==> config.mk <==
export PLATFORM = sky130hd
export DESIGN_NAME = jet_front
export DESIGN_NICKNAME = d
export VERILOG_FILES = /design/src/rtl/core/jet_pkg.sv /design/src/rtl/core/jet_front.sv
export SDC_FILE = /design/constraint.sdc
export NUM_CORES = 1
export LEC_CHECK = 0
export BUFFER_PORTS_ARGS = -buffer_cell sky130_fd_sc_hd__buf_4
export CAP_MARGIN = 20
export CELL_PAD_IN_SITES_DETAIL_PLACEMENT = 0
export CELL_PAD_IN_SITES_GLOBAL_PLACEMENT = 2
export CORE_MARGIN = 2
export CORE_UTILIZATION = 33
export CTS_CLUSTER_SIZE = 16
export DETAILED_ROUTE_END_ITERATION = 6
export PLACE_DENSITY_LB_ADDON = 0.1
export SYNTH_ARGS = -nofsm -noshare
export SYNTH_HDL_FRONTEND = slang
export SYNTH_SLANG_ARGS = --single-unit
export TNS_END_PERCENT = 30
==> constraint.sdc <==
create_clock -name clock -period 3.32 [get_ports clock]
set_input_delay 0.498 -clock clock [delete_from_list [all_inputs] [get_ports clock]]
set_output_delay 0.498 -clock clock [all_outputs]
set_load 0.02 [all_outputs]
==> src/rtl/core/jet_pkg.sv <==
package jet_pkg;

   // width of the iteration counter
   localparam int CntW = 8;
   // common width for comparing the 8-bit limit register with the counter cap
   localparam int LimW = (CntW > 8) ? CntW : 8;

   localparam int ZW = 32;
   localparam int EscW = 11;
   localparam int CountOutW = 8;

   // queue between front and back
   localparam int QDepth = 2;
   localparam int QPtrW = 1;
   localparam int QCntW = 2;

   // register indexes of the configuration port
   localparam int CsrIdxW = 4;
   localparam logic [CsrIdxW-1:0] CSR_C_REAL   = 4'd0;
   localparam logic [CsrIdxW-1:0] CSR_C_IMAG   = 4'd1;
   localparam logic [CsrIdxW-1:0] CSR_MAX_ITER = 4'd2;
   localparam logic [CsrIdxW-1:0] CSR_ESC_RSQ  = 4'd3;

   // register reset values
   localparam logic signed [ZW-1:0] CReset    = -32'sd781640;
   localparam logic signed [ZW-1:0] CImReset  = 32'sd118500;
   localparam logic [7:0]           MaxReset  = 8'd255;
   localparam logic [EscW-1:0]      EscReset  = 11'd1600;

   typedef struct packed {
      logic signed [ZW-1:0] c_real;
      logic signed [ZW-1:0] c_imag;
      logic [7:0]           max_iterations;
      logic [EscW-1:0]      escape_radius_sq;
   } cfg_type;

   typedef struct packed {
      logic signed [ZW-1:0] z_real;
      logic signed [ZW-1:0] z_imag;
      logic [CntW-1:0]      limit;
   } item_type;

   typedef enum logic [1:0] {
      ST_IDLE,
      ST_MUL,
      ST_EVAL,
      ST_DONE
   } state_type;

endpackage

==> src/rtl/core/jet_front.sv <==
module jet_front (
   input  logic              clock,
   input  logic              reset,
   input  jet_pkg::cfg_type  cfg,
   input  logic              req_valid,
   output logic              req_stall,
   input  logic signed [31:0] req_z_real,
   input  logic signed [31:0] req_z_imag,
   output logic              q_valid,
   output jet_pkg::item_type q_item,
   input  logic              q_pop
);
   import jet_pkg::*;

   item_type         mem [QDepth];
   logic [QPtrW-1:0] wr_ptr_ff, wr_ptr_in;
   logic [QPtrW-1:0] rd_ptr_ff, rd_ptr_in;
   logic [QCntW-1:0] cnt_ff, cnt_in;
   logic             push;
   item_type         new_item;

   // cap the limit at what the counter can hold
   function automatic logic [CntW-1:0] cap_limit(input logic [7:0] max_it);
      logic [LimW-1:0] ext;
      logic [LimW-1:0] cap;
      ext = LimW'(max_it);
      cap = LimW'((1 << CntW) - 1);
      if (ext > cap) begin
         return CntW'(cap);
      end
      return CntW'(ext);
   endfunction

   assign req_stall = (cnt_ff == QCntW'(QDepth));
   assign push      = req_valid && !req_stall;
   assign q_valid   = (cnt_ff != '0);
   assign q_item    = mem[rd_ptr_ff];

   always_comb begin
      new_item.z_real = req_z_real;
      new_item.z_imag = req_z_imag;
      new_item.limit  = cap_limit(cfg.max_iterations);
   end

   always_comb begin
      wr_ptr_in = push ? wr_ptr_ff + 1'b1 : wr_ptr_ff;
      rd_ptr_in = q_pop ? rd_ptr_ff + 1'b1 : rd_ptr_ff;
      cnt_in    = cnt_ff + QCntW'(push) - QCntW'(q_pop);
   end

   always_ff @(posedge clock) begin
      if (push) begin
         mem[wr_ptr_ff] <= new_item;
      end
   end

   always_ff @(posedge clock) begin
      if (reset) begin
         wr_ptr_ff <= '0;
         rd_ptr_ff <= '0;
         cnt_ff    <= '0;
      end else begin
         wr_ptr_ff <= wr_ptr_in;
         rd_ptr_ff <= rd_ptr_in;
         cnt_ff    <= cnt_in;
      end
   end

`ifndef ASSERT_OFF
   a_no_pop_empty: assert property (@(posedge clock) disable iff (reset)
      q_pop |-> q_valid)
      else $error("pop from empty queue");
   a_cnt_bound: assert property (@(posedge clock) disable iff (reset)
      cnt_ff <= QCntW'(QDepth))
      else $error("queue count out of range");
   a_cnt_track: assert property (@(posedge clock) disable iff (reset)
      (push && !q_pop) |=> (cnt_ff == $past(cnt_ff) + 1'b1))
      else $error("queue count missed a push");
`endif

endmodule

* Yosys cells after proc, flatten, opt, wreduce, memory -nomap -nowiden *
Memory sizes are Yosys's and may differ from the RTL's. A register that Yosys moved wholly into a read port is not among the register bits.
Cells that the tools add are included.

word-level totals
  memories = 1
  output and inout bits = 74
  RAM bits = 144
  bits in read-only memories = 0
  word-level logic and storage cells = 20
  bits in latches = 0
  flip-flop bits (word level) = 4

memories
  name  words  bits a word  read ports  clocked after Yosys merged registers in  wr ports  line             text
  mem   2      72           1           1                                        1         jet_front.sv:15  item_type mem [QDepth];

operators by class
  divide/modulo/power cells = 0
  muxes and demuxes = 7
  shift operators = 0
  multiply operators = 0
  eq/ne operators = 1
  add/sub/neg operators = 4
  reduce and logical (&&, ||, !) cells = 3
  bitwise operators = 0
  $lt $le $gt $ge = 1

operators by type and width
  operator             count
  $mux 8               2
  $gt 8x8->1 const B   1
  $mux 1               5
  $add 1x1->1 const B  2
  $add 2x1->2          1
  $eq 2x2->1 const B   1
  $reduce_bool 2->1    1
  $sub 2x1->2          1
  $logic_and 1x1->1    1
  $logic_not 1->1      1

* Logic depth before layout (Yosys ltp) *
  depth after elaboration = 5
  mapped depth = 8

* Worst setup path after synthesis *
No wires, ideal clock.

  path kind = input-to-reg
  start point = input port req_valid
  end point = memory mem[0][0] in the netlist's numbering, enable pin
  path buffers = 0
  setup time = 0.426 ns
  required time = 2.894 ns
  cell stages on the path = 3
  data arrival time = 2.297 ns
  slack = 0.597 ns
  path through = inv_1 -> or3_1 -> inv_1

on the way
  cells in the longest elaborated chain, start to end = 3

ends and longest elaborated chain
  what                          line             text
  start: declaration            jet_front.sv:5   input logic req_valid,
  $logic_and 1x1->1             jet_front.sv:35  assign push = req_valid && !req_stall;
  $mux 1                        jet_front.sv:52  if (push) begin
  $mux 1 (implied by the code)  jet_front.sv:53  mem[wr_ptr_ff] <= new_item;
  end: declaration              jet_front.sv:15

Every way passes these cells.

==> results.md <==
* Slew Viols, Final at 0
* Largest cells by area after synthesis: edfxtp_1 79%, mux2_2 15%, dfxtp_1 1.8%, buf_6 1.4%, ha_1 0.46%
* Ports at around 230
* Starting Density at 0.341
* CP max FO at 42
* Area share of the largest cell type after synthesis at 0.793
* Vias in the first global route at 2905
* Worst Setup EP: q_item[19]
* Post-CTS setup buffer count at 0
* Worst skew pair latency at 0.41 ns
* Vias at around 2.8k
* Setup TNS at 0 ns
* Reg2reg setup slack at 1.38 ns
* Avg WL per Cell at roughly 16 µm
* Busiest grt layer: met2
* Req. time, crit path at 2.82 ns
* Cell depth of the worst flop-to-flop path at 5
* Final nets at between 500 and 600
* Proportion of layout cells with a drive suffix above 1 at 0.606
* Final period util at 0.727
* CP Capture Type: primary output
* Worst setup SP type: register
* Diode count at 0
* Worst hold path type: in -> reg
* Routability cong. at 0.653
* Synthesis-to-layout area growth at 35.7%
* Met3 Track Usage GR at 0.0475
* Iter 0 DRT Violations at 126
* Initial antenna violation count at 0
* Vias per inst at between 4 and 5
* CTS Buffer Depth at 2
* TritonRoute pass-1 iters at 4
* DRC Markers at 0
* Crit Path Class: reg -> out
* DP Area at 6820 µm²
* Site Rows at 46
* Max-cap violation count at 0
* Port Buffers at ~150
* Dpl hpwl at 6540 µm
* Outcome: finished, final reports clean
* Tmin final at 2.41 ns
* Synth Register Bits at ~150
* Syn_area_per_cell at about 22 µm²
* Setup Skew at between 0.006 and 0.007 ns
* GRT met2 Usage at 0.197
* Max_slew headroom at 0.566
* Synthesized area at about 5500 µm²
* Slew @ Worst Pin at 0.652 ns
* CTS hold repair buffers at 0
* Worst r2r dst: mem[0][5]
* DRT antenna net count at 0
* Global-route wire length before repair at 15600 µm
* Die W at 133 µm
* Global-route met1 utilization at 0.136
* Final WL at 10200 µm
* Final setup viols at 0
* Cts repair resizes at 0
* Pleak at between 2 and 3 nW
* Synth cell types at 21
* GRT Overall Usage at 0.120
* H-tree Lvls at 4
* TritonCTS Buffers at 17
* Synthesized instance count at 250
* Register area share after synthesis at 0.812
* Core ar. at 16000 µm²
* DIE HEIGHT at between 100 and 150 µm
* Filler cells at about 1.5k
* Clk slew on worst S/H paths at ~0.060 ns
* Critical R2R Launch: cnt_ff[0]
* Hold violation total from the final report at 0
* Largest net degree at the start of global routing at 43
* Pwr/cell area at between 600 and 700 nW/µm²
* Clock root buffer: clkbuf_16
* Synth warn at 0
* RSZ-0062 raised after global routing: false
* Global route overflow at 0
* Syn nets at 403
* Crit path DAT at between 1.5 and 2 ns
* Finished Cell Area at 7390 µm²
* Maximum vdd drop at 0.308 mV
* Die area at roughly 18000 µm²
* Max Clk Rate at 414 MHz
* Clk sinks at 149
* Leading area contributor after synthesis: edfxtp_1
* TritonCTS clock tree: yes
-- logic make-up after synthesis --
logic type,count (synthesis),synth area share
xor+xnor,2,0.00321
simple gates,11,0.0113
mux,72,0.149
buf+inv,12,0.0186
fa+ha+maj,2,0.00459
flops,149,0.812
compound gates,2,0.00183
-- per-stage QoR --
step,util,cells,hold WS [ns],power [mW],worst slack [ns]
detailed placement,0.426,612,0.482,3.18,1.17
global route,0.462,642,0.241,5.19,0.758
global placement,0.426,612,0.471,3.17,1.18
CTS,0.462,642,0.243,5.06,0.820
finish,0.462,642,0.268,4.97,0.906
floorplan,-,250,0.451,2.82,0.597
-- state kept, by name, summed over array words and instances (netlist names), named ones only --
signal	count
wr_ptr_ff	1
mem	144
rd_ptr_ff	1
cnt_ff	2
-- power by group --
| group | leakage [nW] | switching, mW | internal [mW] | total (mW) |
|---|---|---|---|---|
| clock | 0.274 | 0.686 | 1.16 | 1.85 |
| sequential | 1.38 | 0.0512 | 2.27 | 2.32 |
| combinational | 1.10 | 0.426 | 0.372 | 0.798 |
| total | 2.75 | 1.16 | 3.81 | 4.97 |
-- cells in the mapped netlist, drive strengths merged --
cell type,count
and2,1
nand2,1
and3,1
o21ai,1
or3,1
a21oi,1
xnor2,1
edfxtp,144
ha,2
nor3,1
mux2,72
nor2b,1
xor2,1
buf,8
or2,1
nor2,3
nand2b,1
dfxtp,5
inv,4
-- area by class of cell --
type                    count  area [µm²]  area share
well taps                 216         270      0.0366
inverters                   4        16.3     0.00220
multi-input cells          89         928       0.126
flip-flops and latches    149        4430       0.599
clock buffers              19         433      0.0586
clock inverters            11         136      0.0184
repair buffers            154        1180       0.160
-- how the worst min path moves through the flow --
stage | from | endpoint | depth (start not counted)
2_1_floorplan | wr_ptr_ff | wr_ptr_ff | 2
5_1_grt | req_z_imag[26] | mem[0][34] | 1
6_report | req_z_imag[26] | mem[1][34] | 1
4_1_cts | req_z_imag[26] | mem[0][34] | 1
3_5_place_dp | wr_ptr_ff | wr_ptr_ff | 2
3_3_place_gp | wr_ptr_ff | wr_ptr_ff | 2
-- cell usage in the layout, fill, tap and decap left out, types with 2 or more instances in the layout --
cell type	instances
buf_12	2
buf_4	152
bufinv_16	3
clkbuf_1	2
clkbuf_16	17
clkinv_1	2
clkinv_2	4
clkinvlp_4	2
dfxtp_1	4
edfxtp_1	144
ha_1	2
inv_1	2
mux2_2	72
nor2_1	3
-- worst max-delay path, stage by stage (launching register included) --
cell,delay [ns]
dfxtp_4,0.64
buf_12,0.32
mux2_2,0.38
buf_4,0.16
-- metal layers --
layer,wire (µm),vias up
met5,0,-
met2,5130,92
li1,-,1313
met3,595,19
met4,229,0
met1,4260,1363
(Power assumes the default switching activity.)
